$ cat src/hw/rtl/sad_pkg.sv
// shared types and constants for the sprite attribute decoder
`timescale 1ns / 1ps

package sad_pkg;

    // cell size in pixels
    localparam int CELL_WIDTH  = 16;
    localparam int CELL_HEIGHT = 16;

    // default depth of the queue between front and back
    localparam int QUEUE_DEPTH = 4;

    // configuration port
    localparam int CFG_INDEX_W = 2;
    localparam int CFG_DATA_W  = 2;
    localparam logic [CFG_INDEX_W-1:0] REG_SCREEN_FLIP = 2'd0;
    localparam logic [CFG_INDEX_W-1:0] REG_COLOUR_BANK = 2'd1;

    // decode constants
    localparam logic [10:0] X_OFFSET     = 11'd72;
    localparam logic [10:0] FLIP_X_BASE  = 11'(512 - CELL_WIDTH);
    localparam logic [10:0] FLIP_Y_BASE  = 11'(256 - CELL_HEIGHT);
    localparam logic [10:0] CELL_H_STEP  = 11'(CELL_HEIGHT);

    // cell sequence of one sprite
    typedef enum logic [2:0] {
        STEP_WIDE  = 3'd0,
        STEP_TALL1 = 3'd1,
        STEP_TALL2 = 3'd2,
        STEP_TALL3 = 3'd3,
        STEP_MAIN  = 3'd4
    } step_t;

    // decoded sprite entry passed from front to back
    typedef struct packed {
        logic [8:0]         code_main;
        logic [8:0]         code_alt;
        logic [5:0]         colour;
        logic               mirror_x;
        logic               mirror_y;
        logic signed [10:0] pos_x;
        logic signed [10:0] pos_y;
        logic               wide;
        logic               tall;
    } sad_desc_t;

endpackage

$ cat src/hw/rtl/sprite_attribute_decoder_unit.sv
// top level of the sprite attribute decoder
`timescale 1ns / 1ps

// Sprite attribute decoder. Each four-byte sprite request (flags, inverted y,
// code, x) becomes one to five draw commands: a wide entry adds a cell below
// the main one, a tall entry adds three more, and the main cell comes last
// with last_cell set. The front end decodes a request in the cycle it is
// taken and accepts one per cycle while its queue (QUEUE_DEPTH entries) has
// room. The back end sends one command per cycle from a registered output
// while cmd_ready is high, one command per cell of a sprite; sustained
// throughput is set by that command stream. Configuration writes
// (screen flip, colour bank) are always accepted and must be made while the
// block is idle.
module sprite_attribute_decoder_unit #(
    parameter int QUEUE_DEPTH = sad_pkg::QUEUE_DEPTH
) (
    input  logic                            clk,
    input  logic                            rst_n,
    input  logic                            cfg_valid,
    output logic                            cfg_ready,
    input  logic [sad_pkg::CFG_INDEX_W-1:0] cfg_index,
    input  logic [sad_pkg::CFG_DATA_W-1:0]  cfg_data,
    input  logic                            sprite_valid,
    output logic                            sprite_ready,
    input  logic [7:0]                      attr_flags,
    input  logic [7:0]                      raw_y,
    input  logic [7:0]                      raw_code,
    input  logic [7:0]                      raw_x,
    output logic                            cmd_valid,
    input  logic                            cmd_ready,
    output logic [9:0]                      tile_code,
    output logic [5:0]                      colour,
    output logic                            mirror_x,
    output logic                            mirror_y,
    output logic signed [10:0]              pos_x,
    output logic signed [10:0]              pos_y,
    output logic                            last_cell
);
    import sad_pkg::*;

    logic      push;
    logic      pop;
    logic      queue_full;
    logic      queue_not_empty;
    sad_desc_t push_desc;
    sad_desc_t head_desc;

    // decode and configuration
    sad_front u_front (
        .clk          (clk),
        .rst_n        (rst_n),
        .cfg_valid    (cfg_valid),
        .cfg_ready    (cfg_ready),
        .cfg_index    (cfg_index),
        .cfg_data     (cfg_data),
        .sprite_valid (sprite_valid),
        .sprite_ready (sprite_ready),
        .attr_flags   (attr_flags),
        .raw_y        (raw_y),
        .raw_code     (raw_code),
        .raw_x        (raw_x),
        .queue_full   (queue_full),
        .push         (push),
        .desc         (push_desc)
    );

    // decoupling queue
    sad_queue #(
        .DEPTH (QUEUE_DEPTH)
    ) u_queue (
        .clk       (clk),
        .rst_n     (rst_n),
        .push      (push),
        .push_desc (push_desc),
        .pop       (pop),
        .full      (queue_full),
        .not_empty (queue_not_empty),
        .head      (head_desc)
    );

    // cell sequencing and command output
    sad_back u_back (
        .clk        (clk),
        .rst_n      (rst_n),
        .head_valid (queue_not_empty),
        .head       (head_desc),
        .pop        (pop),
        .cmd_valid  (cmd_valid),
        .cmd_ready  (cmd_ready),
        .tile_code  (tile_code),
        .colour     (colour),
        .mirror_x   (mirror_x),
        .mirror_y   (mirror_y),
        .pos_x      (pos_x),
        .pos_y      (pos_y),
        .last_cell  (last_cell)
    );

endmodule

$ cat src/hw/rtl/sad_front.sv
// front end: configuration registers and decode of sprite entries
`timescale 1ns / 1ps

module sad_front (
    input  logic                           clk,
    input  logic                           rst_n,
    input  logic                           cfg_valid,
    output logic                           cfg_ready,
    input  logic [sad_pkg::CFG_INDEX_W-1:0] cfg_index,
    input  logic [sad_pkg::CFG_DATA_W-1:0]  cfg_data,
    input  logic                           sprite_valid,
    output logic                           sprite_ready,
    input  logic [7:0]                     attr_flags,
    input  logic [7:0]                     raw_y,
    input  logic [7:0]                     raw_code,
    input  logic [7:0]                     raw_x,
    input  logic                           queue_full,
    output logic                           push,
    output sad_pkg::sad_desc_t             desc
);
    import sad_pkg::*;

    logic       screen_flip_reg;
    logic       screen_flip_next;
    logic [1:0] colour_bank_reg;
    logic [1:0] colour_bank_next;

    logic [8:0]  code;
    logic [10:0] x_base;
    logic [10:0] y_base;
    logic        wide;
    logic        tall;
    logic        my_eff;

    // configuration writes, taken at once
    assign cfg_ready = 1'b1;

    always_comb
    begin
        screen_flip_next = screen_flip_reg;
        colour_bank_next = colour_bank_reg;
        if (cfg_valid)
        begin
            case (cfg_index)
                REG_SCREEN_FLIP: screen_flip_next = cfg_data[0];
                REG_COLOUR_BANK: colour_bank_next = cfg_data[1:0];
                default:
                begin
                    screen_flip_next = screen_flip_reg;
                    colour_bank_next = colour_bank_reg;
                end
            endcase
        end
    end

    always_ff @(posedge clk or negedge rst_n)
    begin
        if (!rst_n)
        begin
            screen_flip_reg <= 1'b0;
            colour_bank_reg <= 2'd0;
        end
        else
        begin
            screen_flip_reg <= screen_flip_next;
            colour_bank_reg <= colour_bank_next;
        end
    end

    // request handshake into the queue
    assign sprite_ready = !queue_full;
    assign push         = sprite_valid && !queue_full;

    // field extraction
    assign code   = {attr_flags[5], raw_code};
    assign wide   = attr_flags[3];
    assign tall   = attr_flags[4];
    assign x_base = {2'b00, raw_x, 1'b0} + X_OFFSET;
    assign y_base = {3'b000, raw_y ^ 8'hFF};
    assign my_eff = attr_flags[6] ^ screen_flip_reg;

    // position, mirrors and codes
    always_comb
    begin
        desc.mirror_x = attr_flags[7] ^ screen_flip_reg;
        desc.mirror_y = my_eff;
        desc.wide     = wide;
        desc.tall     = tall;
        desc.colour   = {colour_bank_reg, code[3], code[7], attr_flags[2:1]};
        if (screen_flip_reg)
        begin
            desc.pos_x = FLIP_X_BASE - x_base;
            desc.pos_y = FLIP_Y_BASE - y_base - (wide ? CELL_H_STEP : 11'd0);
        end
        else
        begin
            desc.pos_x = x_base;
            desc.pos_y = y_base;
        end
        desc.code_main = code;
        desc.code_alt  = code;
        if (wide)
        begin
            desc.code_main[4] = my_eff;
            desc.code_alt[4]  = !my_eff;
        end
    end

endmodule

$ cat src/hw/rtl/sad_queue.sv
// small queue of decoded sprite entries between front and back
`timescale 1ns / 1ps

module sad_queue #(
    parameter int DEPTH = sad_pkg::QUEUE_DEPTH
) (
    input  logic               clk,
    input  logic               rst_n,
    input  logic               push,
    input  sad_pkg::sad_desc_t push_desc,
    input  logic               pop,
    output logic               full,
    output logic               not_empty,
    output sad_pkg::sad_desc_t head
);
    import sad_pkg::*;

    localparam int PTR_W = (DEPTH > 1) ? $clog2(DEPTH) : 1;
    localparam int CNT_W = $clog2(DEPTH + 1);

    sad_desc_t        entries_reg [DEPTH];
    logic [PTR_W-1:0] wr_ptr_reg;
    logic [PTR_W-1:0] wr_ptr_next;
    logic [PTR_W-1:0] rd_ptr_reg;
    logic [PTR_W-1:0] rd_ptr_next;
    logic [CNT_W-1:0] count_reg;
    logic [CNT_W-1:0] count_next;

    assign full      = (count_reg == CNT_W'(DEPTH));
    assign not_empty = (count_reg != '0);
    assign head      = entries_reg[rd_ptr_reg];

    // pointer and fill count update
    always_comb
    begin
        wr_ptr_next = wr_ptr_reg;
        rd_ptr_next = rd_ptr_reg;
        count_next  = count_reg;
        if (push)
            wr_ptr_next = (wr_ptr_reg == PTR_W'(DEPTH - 1)) ? '0 : wr_ptr_reg + 1'b1;
        if (pop)
            rd_ptr_next = (rd_ptr_reg == PTR_W'(DEPTH - 1)) ? '0 : rd_ptr_reg + 1'b1;
        if (push && !pop)
            count_next = count_reg + 1'b1;
        else if (pop && !push)
            count_next = count_reg - 1'b1;
    end

    always_ff @(posedge clk or negedge rst_n)
    begin
        if (!rst_n)
        begin
            wr_ptr_reg <= '0;
            rd_ptr_reg <= '0;
            count_reg  <= '0;
        end
        else
        begin
            wr_ptr_reg <= wr_ptr_next;
            rd_ptr_reg <= rd_ptr_next;
            count_reg  <= count_next;
        end
    end

    // entry storage
    always_ff @(posedge clk)
    begin
        if (push)
            entries_reg[wr_ptr_reg] <= push_desc;
    end

endmodule

$ cat src/hw/rtl/sad_back.sv
// back end: walks the cells of one sprite and holds the draw command register
`timescale 1ns / 1ps

module sad_back (
    input  logic               clk,
    input  logic               rst_n,
    input  logic               head_valid,
    input  sad_pkg::sad_desc_t head,
    output logic               pop,
    output logic               cmd_valid,
    input  logic               cmd_ready,
    output logic [9:0]         tile_code,
    output logic [5:0]         colour,
    output logic               mirror_x,
    output logic               mirror_y,
    output logic signed [10:0] pos_x,
    output logic signed [10:0] pos_y,
    output logic               last_cell
);
    import sad_pkg::*;

    logic  active_reg;
    logic  active_next;
    step_t step_reg;
    step_t step_next;
    step_t cur_step;
    logic  load;

    logic [1:0] y_mul;
    logic [1:0] code_add;
    logic       is_main;

    logic               out_valid_reg;
    logic               out_valid_next;
    logic [9:0]         out_code_reg;
    logic [5:0]         out_colour_reg;
    logic               out_mx_reg;
    logic               out_my_reg;
    logic signed [10:0] out_x_reg;
    logic signed [10:0] out_y_reg;
    logic               out_last_reg;

    // step of the cell about to be sent
    always_comb
    begin
        if (active_reg)
            cur_step = step_reg;
        else if (head.wide)
            cur_step = STEP_WIDE;
        else if (head.tall)
            cur_step = STEP_TALL1;
        else
            cur_step = STEP_MAIN;
    end

    // output slot free or draining this cycle
    assign load = head_valid && (!out_valid_reg || cmd_ready);
    assign pop  = load && is_main;

    // per-step offsets
    always_comb
    begin
        case (cur_step)
            STEP_WIDE:
            begin
                y_mul = 2'd1; code_add = 2'd0; is_main = 1'b0;
            end
            STEP_TALL1:
            begin
                y_mul = 2'd1; code_add = 2'd1; is_main = 1'b0;
            end
            STEP_TALL2:
            begin
                y_mul = 2'd2; code_add = 2'd2; is_main = 1'b0;
            end
            STEP_TALL3:
            begin
                y_mul = 2'd3; code_add = 2'd3; is_main = 1'b0;
            end
            STEP_MAIN:
            begin
                y_mul = 2'd0; code_add = 2'd0; is_main = 1'b1;
            end
            default:
            begin
                y_mul = 2'd0; code_add = 2'd0; is_main = 1'b1;
            end
        endcase
    end

    // next step of the sequence
    always_comb
    begin
        active_next = active_reg;
        step_next   = step_reg;
        if (load)
        begin
            active_next = !is_main;
            case (cur_step)
                STEP_WIDE:  step_next = head.tall ? STEP_TALL1 : STEP_MAIN;
                STEP_TALL1: step_next = STEP_TALL2;
                STEP_TALL2: step_next = STEP_TALL3;
                STEP_TALL3: step_next = STEP_MAIN;
                default:    step_next = STEP_MAIN;
            endcase
        end
    end

    always_comb
    begin
        out_valid_next = out_valid_reg;
        if (load)
            out_valid_next = 1'b1;
        else if (cmd_ready)
            out_valid_next = 1'b0;
    end

    always_ff @(posedge clk or negedge rst_n)
    begin
        if (!rst_n)
        begin
            active_reg    <= 1'b0;
            step_reg      <= STEP_MAIN;
            out_valid_reg <= 1'b0;
        end
        else
        begin
            active_reg    <= active_next;
            step_reg      <= step_next;
            out_valid_reg <= out_valid_next;
        end
    end

    // command register
    always_ff @(posedge clk)
    begin
        if (load)
        begin
            out_code_reg   <= is_main ? {1'b0, head.code_main}
                                      : {1'b0, head.code_alt} + 10'({code_add, 4'b0000});
            out_colour_reg <= head.colour;
            out_mx_reg     <= head.mirror_x;
            out_my_reg     <= head.mirror_y;
            out_x_reg      <= head.pos_x;
            out_y_reg      <= head.pos_y + CELL_H_STEP * {9'd0, y_mul};
            out_last_reg   <= is_main;
        end
    end

    assign cmd_valid = out_valid_reg;
    assign tile_code = out_code_reg;
    assign colour    = out_colour_reg;
    assign mirror_x  = out_mx_reg;
    assign mirror_y  = out_my_reg;
    assign pos_x     = out_x_reg;
    assign pos_y     = out_y_reg;
    assign last_cell = out_last_reg;

    // a sprite in progress never returns to its wide cell
    assert property (@(posedge clk) disable iff (!rst_n)
        active_reg |-> step_reg != STEP_WIDE)
        else $error("sequence restarted inside a sprite");

    // a queue entry is released only with its main cell
    assert property (@(posedge clk) disable iff (!rst_n)
        pop |=> out_valid_reg && out_last_reg && !active_reg)
        else $error("entry released without its main cell");

    // a cell other than the main one keeps the sprite open
    assert property (@(posedge clk) disable iff (!rst_n)
        load && !is_main |=> active_reg && !out_last_reg)
        else $error("sprite closed before its main cell");

endmodule

$ cat config.mk
export PLATFORM = sky130hd
export DESIGN_NAME = sprite_attribute_decoder_unit
export DESIGN_NICKNAME = d
export VERILOG_FILES = /design/src/hw/rtl/sad_pkg.sv /design/src/hw/rtl/sprite_attribute_decoder_unit.sv /design/src/hw/rtl/sad_front.sv /design/src/hw/rtl/sad_queue.sv /design/src/hw/rtl/sad_back.sv
export SDC_FILE = /design/constraint.sdc
export NUM_CORES = 1
export LEC_CHECK = 0
export BUFFER_PORTS_ARGS = -buffer_cell sky130_fd_sc_hd__buf_2
export CAP_MARGIN = 15
export CORE_AREA = 2 2 182 139
export CTS_CLUSTER_DIAMETER = 80
export DETAILED_ROUTE_END_ITERATION = 10
export DIE_AREA = 0 0 184 141
export GPL_ROUTABILITY_DRIVEN = 1
export SETUP_SLACK_MARGIN = 0.4
export SLEW_MARGIN = 15
export SYNTH_ARGS = -nofsm -noshare
export SYNTH_HDL_FRONTEND = slang
export SYNTH_HIERARCHICAL = 1
export SYNTH_SLANG_ARGS = --single-unit
$ cat constraint.sdc
create_clock -name clk -period 4.1 [get_ports clk]
set_clock_uncertainty 0.2 [all_clocks]
set_input_delay 0.82 -clock clk [delete_from_list [all_inputs] [get_ports clk]]
set_output_delay 0.82 -clock clk [all_outputs]
set_load 0.02 [all_outputs]
==> results of run 1 <==
[layout make-up]
class,instances,area [sq um],share of cell area
timing repair buffer,90,520.5,0.04299
clock buffer,32,704.4,0.05819
clock inverter,15,127.6,0.01054
antenna,1,2.502,0.0002067
multi-input combinational,248,2648,0.2187
inverter,24,95.09,0.007854
sequential,256,7619,0.6293
tap,312,390.4,0.03224
[worst max-delay path: cells and delay by family (launching register included)]
kind | cells | cell delay, ps
adders and majority gates | 2 | 610
muxes | 2 | 850
and+or+nand+nor | 3 | 850
DFF | 1 | 530
buffers and inverters | 3 | 280
[metal layers]
| layer | GRT usage | vias up |
|---|---|---|
| li1 | - | 2370 |
| met1 | 0.2185 | 2642 |
| met2 | 0.2532 | 142 |
| met3 | 0.03048 | 29 |
| met4 | 0.03705 | 0 |
| met5 | 0 | - |
[synthesized netlist by cell type, drive strengths merged (3+ instances only)]
cell type and instances:
inv 24, a21oi 11, buf 41, nor3 3, a31oi 4, edfxtp 241
nand2 17, and2 10, dfrtp 14, xnor2 18, nand4 4, ha 16
nand3 3, or2 3, nor2b 7, clkbuf 9, nand3b 4, mux4 50
fa 3, nor3b 4, nor2 11, o21ai 13, mux2i 3, or3 3
mux2 12, nand2b 8, xor2 9
[metrics by stage]
stage	instance area (sq um)	hold WS (ps)	std cells
after floorplan	10740	249.1	578
after global placement	11270	265.6	930
after detailed placement	11270	307.5	930
after CTS	12100	12.22	977
after global routing	12110	17.17	978
final	12110	13.52	978
[power groups by stage]
stage / registers (mW) / clock network, mW / logic (mW)
finish: 4.00 / 2.28 / 2.71
global route: 4.07 / 2.45 / 2.96
CTS: 4.01 / 2.35 / 2.77
detailed placement: 4.06 / 0 / 2.76
global placement: 4.03 / 0 / 2.70
floorplan: 4.24 / 0 / 1.87
[placed cells by master, fill, tap and decap left out, types with 7 or more instances in the layout]
cell,instances
edfxtp_1,241
buf_2,82
mux4_2,48
clkbuf_16,27
inv_1,23
xnor2_1,18
nand2_1,17
ha_1,16
o21ai_0,12
dfrtp_1,12
nor2_1,11
a21oi_1,11
xor2_1,9
nand2b_1,8
nor2b_1,7
[worst paths after layout]
check                                             end  slack (ps)
setup / recovery                 u_queue/count_reg[1]         670
hold / removal                     u_back/step_reg[1]          10
setup reg to reg                 u_queue/count_reg[1]         670
hold reg to reg            u_queue/entries_reg[0][30]         310
max in group asynchronous          u_back/step_reg[2]        3370
min in group clk           u_queue/entries_reg[0][30]         310
[cell families (layout without fill, tap and decap cells)]
logic type | count (synthesis) | after routing | synth area share
AO/OA/AOI/OAI | 51 | 51 | 0.03086
XOR/XNOR | 27 | 27 | 0.02201
adder cells (fa/ha/maj) | 19 | 19 | 0.02423
buffers and inverters | 74 | 161 | 0.04542
flip-flops | 256 | 256 | 0.7087
multiplexers | 65 | 65 | 0.1230
other | 2 | 3 | 0.0006991
AND/OR/NAND/NOR | 84 | 84 | 0.04507
==> impl_metrics.env, run 1 <==
export IMPL_outcome="completed"
export IMPL_ios=85
export IMPL_relSlewSlack=0.3721
export IMPL_syn_nets=638
export IMPL_pwr_share_seq=0.445
export IMPL_timing_rr_start="u_queue/rd_ptr_reg[0]"
export IMPL_die_area_sq_um=25940
export IMPL_finalWorstSetupSlack_ps=666.4
export IMPL_p_switching_mw=2.726
export IMPL_cpPeakStageDelay_ps=580
export IMPL_fin_setup_tns_ps=0
export IMPL_die_x_um=184
export IMPL_overflow=0
export IMPL_r2r_cells=10
export IMPL_p_int_mw=6.258
export IMPL_nNetsFinal=706
export IMPL_slew_violations=0
export IMPL_rsz0062_at_grt="false"
export IMPL_cts_hold_buffers=0
export IMPL_wirelength_um=19410
export IMPL_power_frac_comb=0.301
export IMPL_post_cts_buffers=0
export IMPL_h_tree_depth=1
export IMPL_cellLeakagePower_nw=4.209
export IMPL_crit_arrival_ps=3640
export IMPL_drc=0
export IMPL_clock_sinks=256
export IMPL_firstDrtPassIters=4
export IMPL_design_power_total_mw=8.984
export IMPL_wl_met3_um=1151
export IMPL_largest_reg_flops=200
export IMPL_crit_path_start_kind="flip-flop"
export IMPL_switching_share=0.3034
export IMPL_synth_area_leader_cell="edfxtp_1"
export IMPL_cts_tree="done"
export IMPL_clock_latency_ps=520
export IMPL_period_share=0.8375
export IMPL_cts_path_max_buffers=3
export IMPL_async_flop_share=0.05859
export IMPL_start_util=0.4403
export IMPL_synth_edf_count=241
export IMPL_fillerInstances=2025
export IMPL_via_count=5183
export IMPL_critPathMaxFanout=8
export IMPL_crit_top_cell="inv_1"
export IMPL_cellPowerDensity_nw_per_um2=742.1
export IMPL_numCtsBuffers=26
export IMPL_antenna_left=0
export IMPL_highest_layer="met4"
export IMPL_cts_resized=0
export IMPL_p_clk_frac=0.253
export IMPL_hp_class="in -> async"
export IMPL_hpwlAfterDp_um=11840
export IMPL_synth_area_leaders="edfxtp_1 (67%), mux4_2 (10%), dfrtp_1 (3.3%), buf_4 (1.9%), ha_1 (1.9%)"
export IMPL_root_buffer="clkbuf_16"
export IMPL_grt_first_pass_wirelength_um=30570
export IMPL_core_area_sq_um=24400
export IMPL_drive_gt1_frac=0.3113
export IMPL_hold_viol_final=0
export IMPL_ys_seq_elements=256
export IMPL_worst_pin_slew_ps=941.9
export IMPL_syn_inst=578
export IMPL_wl_per_cell_um=19.85
export IMPL_gp_congestion=0.7614
export IMPL_finalCriticalPeriod_ps=3434
export IMPL_cap_violations=0
export IMPL_slowest_stage="mux4_2"
export IMPL_grt_max_degree=47
export IMPL_syn_area_sq_um=10740
export IMPL_die_h_um=141
export IMPL_end_kind="flip-flop"
export IMPL_crit_chain="mux4_2 -> or3_4 -> and2_4 -> inv_6 -> and2_1 -> inv_1 -> ha_1 -> inv_1 -> fa_1 -> mux2_2"
export IMPL_synth_distinct_cells=64
export IMPL_setup_viol=0
export IMPL_synthToLayoutAreaGrowth_pct=12.69
export IMPL_synth_ff_type="edfxtp_1"
export IMPL_clock_fmax_mhz=291.2
export IMPL_yosys_warnings=6
export IMPL_required_ps=4310
export IMPL_yosysSeqAreaShare=0.7087
export IMPL_fin_util=0.4962
export IMPL_fp_row_count=50
export IMPL_met2_length_um=9328
export IMPL_io_buffers=82
export IMPL_grt_pass1_vias=5474
export IMPL_synth_avg_cell_area_sq_um=18.59
export IMPL_peakVddDrop_uv=365.4
export IMPL_antenna_found_initial=1
export IMPL_drt_iter0_markers=301
export IMPL_met1_length_um=8554
export IMPL_preCtsSetupSlack_ps=659.8
export IMPL_path_class="reg -> reg"
export IMPL_critPathLaunch="u_queue/rd_ptr_reg[0]"
export IMPL_path_clk_slew_ps=60
export IMPL_viasPerCell=5.300
export IMPL_synth_top_area_share=0.6737
export IMPL_grtUsageTotal=0.1556
(Power assumes the default switching activity.)
==> run 2, diff against run 1 <==
--- a/config.mk
+++ b/config.mk
@@ -5,12 +5,13 @@
 export SDC_FILE = /design/constraint.sdc
 export NUM_CORES = 1
 export LEC_CHECK = 0
+export ABC_AREA = 1
 export BUFFER_PORTS_ARGS = -buffer_cell sky130_fd_sc_hd__buf_2
 export CAP_MARGIN = 15
-export CORE_AREA = 2 2 182 139
+export CORE_AREA = 2 2 187 143
 export CTS_CLUSTER_DIAMETER = 80
 export DETAILED_ROUTE_END_ITERATION = 10
-export DIE_AREA = 0 0 184 141
+export DIE_AREA = 0 0 189 145
 export GPL_ROUTABILITY_DRIVEN = 1
 export SETUP_SLACK_MARGIN = 0.4
 export SLEW_MARGIN = 15
==> constraint.sdc (replaced) <==
create_clock -name clk -period 3.4 [get_ports clk]
set_clock_uncertainty 0.2 [all_clocks]
set_input_delay 0.68 -clock clk [delete_from_list [all_inputs] [get_ports clk]]
set_output_delay 0.68 -clock clk [all_outputs]
set_load 0.02 [all_outputs]
==> run 2 against run 1 <==
  * Count of clock-buffer cells in the layout decreased by 4
  * Area after synthesis increased by 5.6%
  * Critical path depth increased by 3
  * First-iteration DRC count increased by 6.6%
  * Setup slack got worse by 81 ps
  * Non-clock buffer count increased by 12
  * Total power increased by 25%
  * Final cell count increased by 41%
  * Hold slack improved by 150 ps
  * Largest power group unchanged
==> impl_metrics.env, run 2 <==
export IMPL_fin_area_sq_um=12660
export IMPL_synth_compound_area_frac=0.07928
export IMPL_ios=85
export IMPL_end_kind="flip-flop"
export IMPL_root_buffer="clkbuf_16"
export IMPL_fp_row_count=51
export IMPL_io_buffers=82
export IMPL_switching_share=0.3609
export IMPL_synth_ff_type="edfxtp_1"
export IMPL_die_area_sq_um=27410
export IMPL_outcome="completed"
export IMPL_slew_violations=0
export IMPL_design_power_total_mw=11.21
export IMPL_dpl_cell_area_sq_um=11870
export IMPL_antenna_left=0
export IMPL_synth_distinct_cells=36
export IMPL_synthXorXnorAreaFrac=0.01764
export IMPL_synthToLayoutAreaGrowth_pct=11.61
export IMPL_yosysSeqAreaShare=0.6710
export IMPL_rsz0062_at_grt="false"
export IMPL_crit_arrival_ps=2890
export IMPL_multi_input_area_sq_um=2629
export IMPL_via_count=6562
export IMPL_critPathLaunch="u_queue/rd_ptr_reg[1]"
export IMPL_syn_nets=1008
export IMPL_grtUsageTotal=0.1541
export IMPL_clock_sinks=256
export IMPL_mostFrequentLayoutCells="nand2_1 (244), edfxtp_1 (241), inv_1 (148)"
export IMPL_firstDrtPassIters=4
export IMPL_cts_path_max_buffers=3
export IMPL_fin_setup_tns_ps=0
export IMPL_core_area_sq_um=25590
export IMPL_die_h_um=145
export IMPL_crit_path_start_kind="flip-flop"
export IMPL_yosys_warnings=6
export IMPL_synthAdderAreaFrac=0.02294
export IMPL_p_int_mw=7.162
export IMPL_clock_latency_ps=530
export IMPL_drc=0
export IMPL_peakVddDrop_uv=409.8
export IMPL_finalCriticalPeriod_ps=2815
export IMPL_final_common_cell="nand2_1"
export IMPL_nNetsFinal=1075
export IMPL_hold_path_startpoint="cfg_valid"
export IMPL_power_frac_comb=0.341
export IMPL_p_clk_frac=0.226
export IMPL_numCtsBuffers=26
export IMPL_ys_seq_elements=256
export IMPL_cellLeakagePower_nw=5.235
export IMPL_wl_per_cell_um=15.12
export IMPL_syn_area_sq_um=11350
export IMPL_ff_latch_area_sq_um=7616
export IMPL_wirelength_um=20840
export IMPL_path_clk_slew_ps=60
export IMPL_largest_reg_flops=200
export IMPL_clock_fmax_mhz=355.3
export IMPL_synth_edf_count=241
export IMPL_gp_congestion=0.7590
export IMPL_worst_pin_slew_ps=647.3
export IMPL_hold_viol_final=0
export IMPL_start_util=0.4435
export IMPL_timing_rr_start="u_queue/rd_ptr_reg[1]"
export IMPL_grt_max_degree=51
export IMPL_cellPowerDensity_nw_per_um2=884.8
export IMPL_fillerInstances=2281
export IMPL_num_antenna_cells=0
export IMPL_synth_simple_area_share=0.1093
export IMPL_h_tree_depth=1
export IMPL_hp_class="in -> reg"
export IMPL_synthTopCellsByCount="nand2_1 (244), edfxtp_1 (241), inv_1 (153)"
export IMPL_cts_tree="done"
export IMPL_synth_avg_cell_area_sq_um=11.97
export IMPL_pwr_share_seq=0.433
export IMPL_p_switching_mw=4.044
export IMPL_path_class="reg -> reg"
export IMPL_synthMuxAreaShare=0.0009924
export IMPL_viasPerCell=4.762
export IMPL_syn_inst=948
export IMPL_async_flop_share=0.05859
export IMPL_relSlewSlack=0.5669
export IMPL_critPathMaxFanout=13
export IMPL_synth_top_family_by_area="simple AND/OR/NAND/NOR gates"
export IMPL_drt_iter0_markers=321
export IMPL_antenna_found_initial=0
export IMPL_setup_viol=0
export IMPL_synth_area_leaders="edfxtp_1 (64%), nand2_1 (8.1%), o211ai_1 (6.6%), inv_1 (5.1%), dfrtp_1 (3.1%)"
export IMPL_drive_gt1_frac=0.1634
export IMPL_required_ps=3480
export IMPL_cap_violations=0
export IMPL_synth_area_leader_cell="edfxtp_1"
export IMPL_die_x_um=189
export IMPL_hpwlAfterDp_um=12510
export IMPL_grt_pass1_vias=6086
export IMPL_yosysMostFrequentCell="nand2_1"
export IMPL_synth_top_area_share=0.6378
export IMPL_overflow=0
export IMPL_period_share=0.8279
export IMPL_grt_first_pass_wirelength_um=33020
[run 2: final cells by class]
| class | instances | area share |
|---|---|---|
| Clock buffer | 28 | 0.05197 |
| Clock inverter | 19 | 0.008200 |
| Inverter | 156 | 0.04683 |
| Multi-Input combinational cell | 472 | 0.2076 |
| Sequential cell | 256 | 0.6014 |
| Tap cell | 344 | 0.03399 |
| Timing Repair Buffer | 102 | 0.04969 |
| Timing Repair inverter | 1 | 0.0003952 |
[run 2: path summary, 6_finish.rpt]
kind                                              end  slack (ps)  cells after the start
max                                  u_back/pos_y[10]         590                     13
min                           u_front/screen_flip_reg         160                      2
max reg2reg                          u_back/pos_y[10]         590                     13
min reg2reg                        u_back/step_reg[2]         270                      2
max in group asynchronous       u_queue/rd_ptr_reg[0]        2290                      2
min in group asynchronous  u_front/colour_bank_reg[0]         390                      2
[run 2: metal layers]
layer	part of all wire	up-vias	track usage
met5	0	-	0
met4	0.018	0	0.03672
met3	0.037	31	0.02322
met2	0.44	113	0.2401
met1	0.50	3097	0.2277
li1	-	3321	-
[run 2: power by group through the flow]
stage	sequential [mW]	clock (mW)	combinational, mW
final	4.85	2.54	3.82
after global routing	4.93	2.73	4.33
after CTS	4.86	2.61	3.85
after detailed placement	4.91	0	3.85
after global placement	4.90	0	3.79
after floorplan	5.21	0	2.51
[run 2: critical path, stage by stage (launching register included)]
cell and delay (ps):
dfrtp_2 420, buf_6 200, o211ai_1 100, nand2_1 80, inv_1 60, nand3_2 90
nand2_4 60, nor2_2 150, ha_2 210, inv_1 50, fa_1 440, nand3b_1 240
nor3_2 160, xor2_1 90
[run 2: cells by family after synthesis]
group	after synthesis
compound gates	128
xor+xnor	22
fa+ha+maj	19
buf+inv	220
flops	256
mux	1
other cells	2
simple gates	300
[run 2: repair_timing]
item | CTS | global route
resized for setup | 0 | 7
setup buffers | 0 | 1
hold endpoints to repair | 14 | 0
setup endpoints to repair | 0 | 5
hold buffers | 1 | 0
[run 2: through the flow]
stage,hold slack (ps),instances,utilization,worst slack (ps)
detailed placement,262.0,1328,0.4637,476.1
global placement,259.2,1328,0.4637,526.4
global route,151.1,1378,0.4949,397.9
CTS,132.9,1376,0.4939,468.7
finish,161.0,1378,0.4949,585.3
floorplan,184.4,948,-,663.4
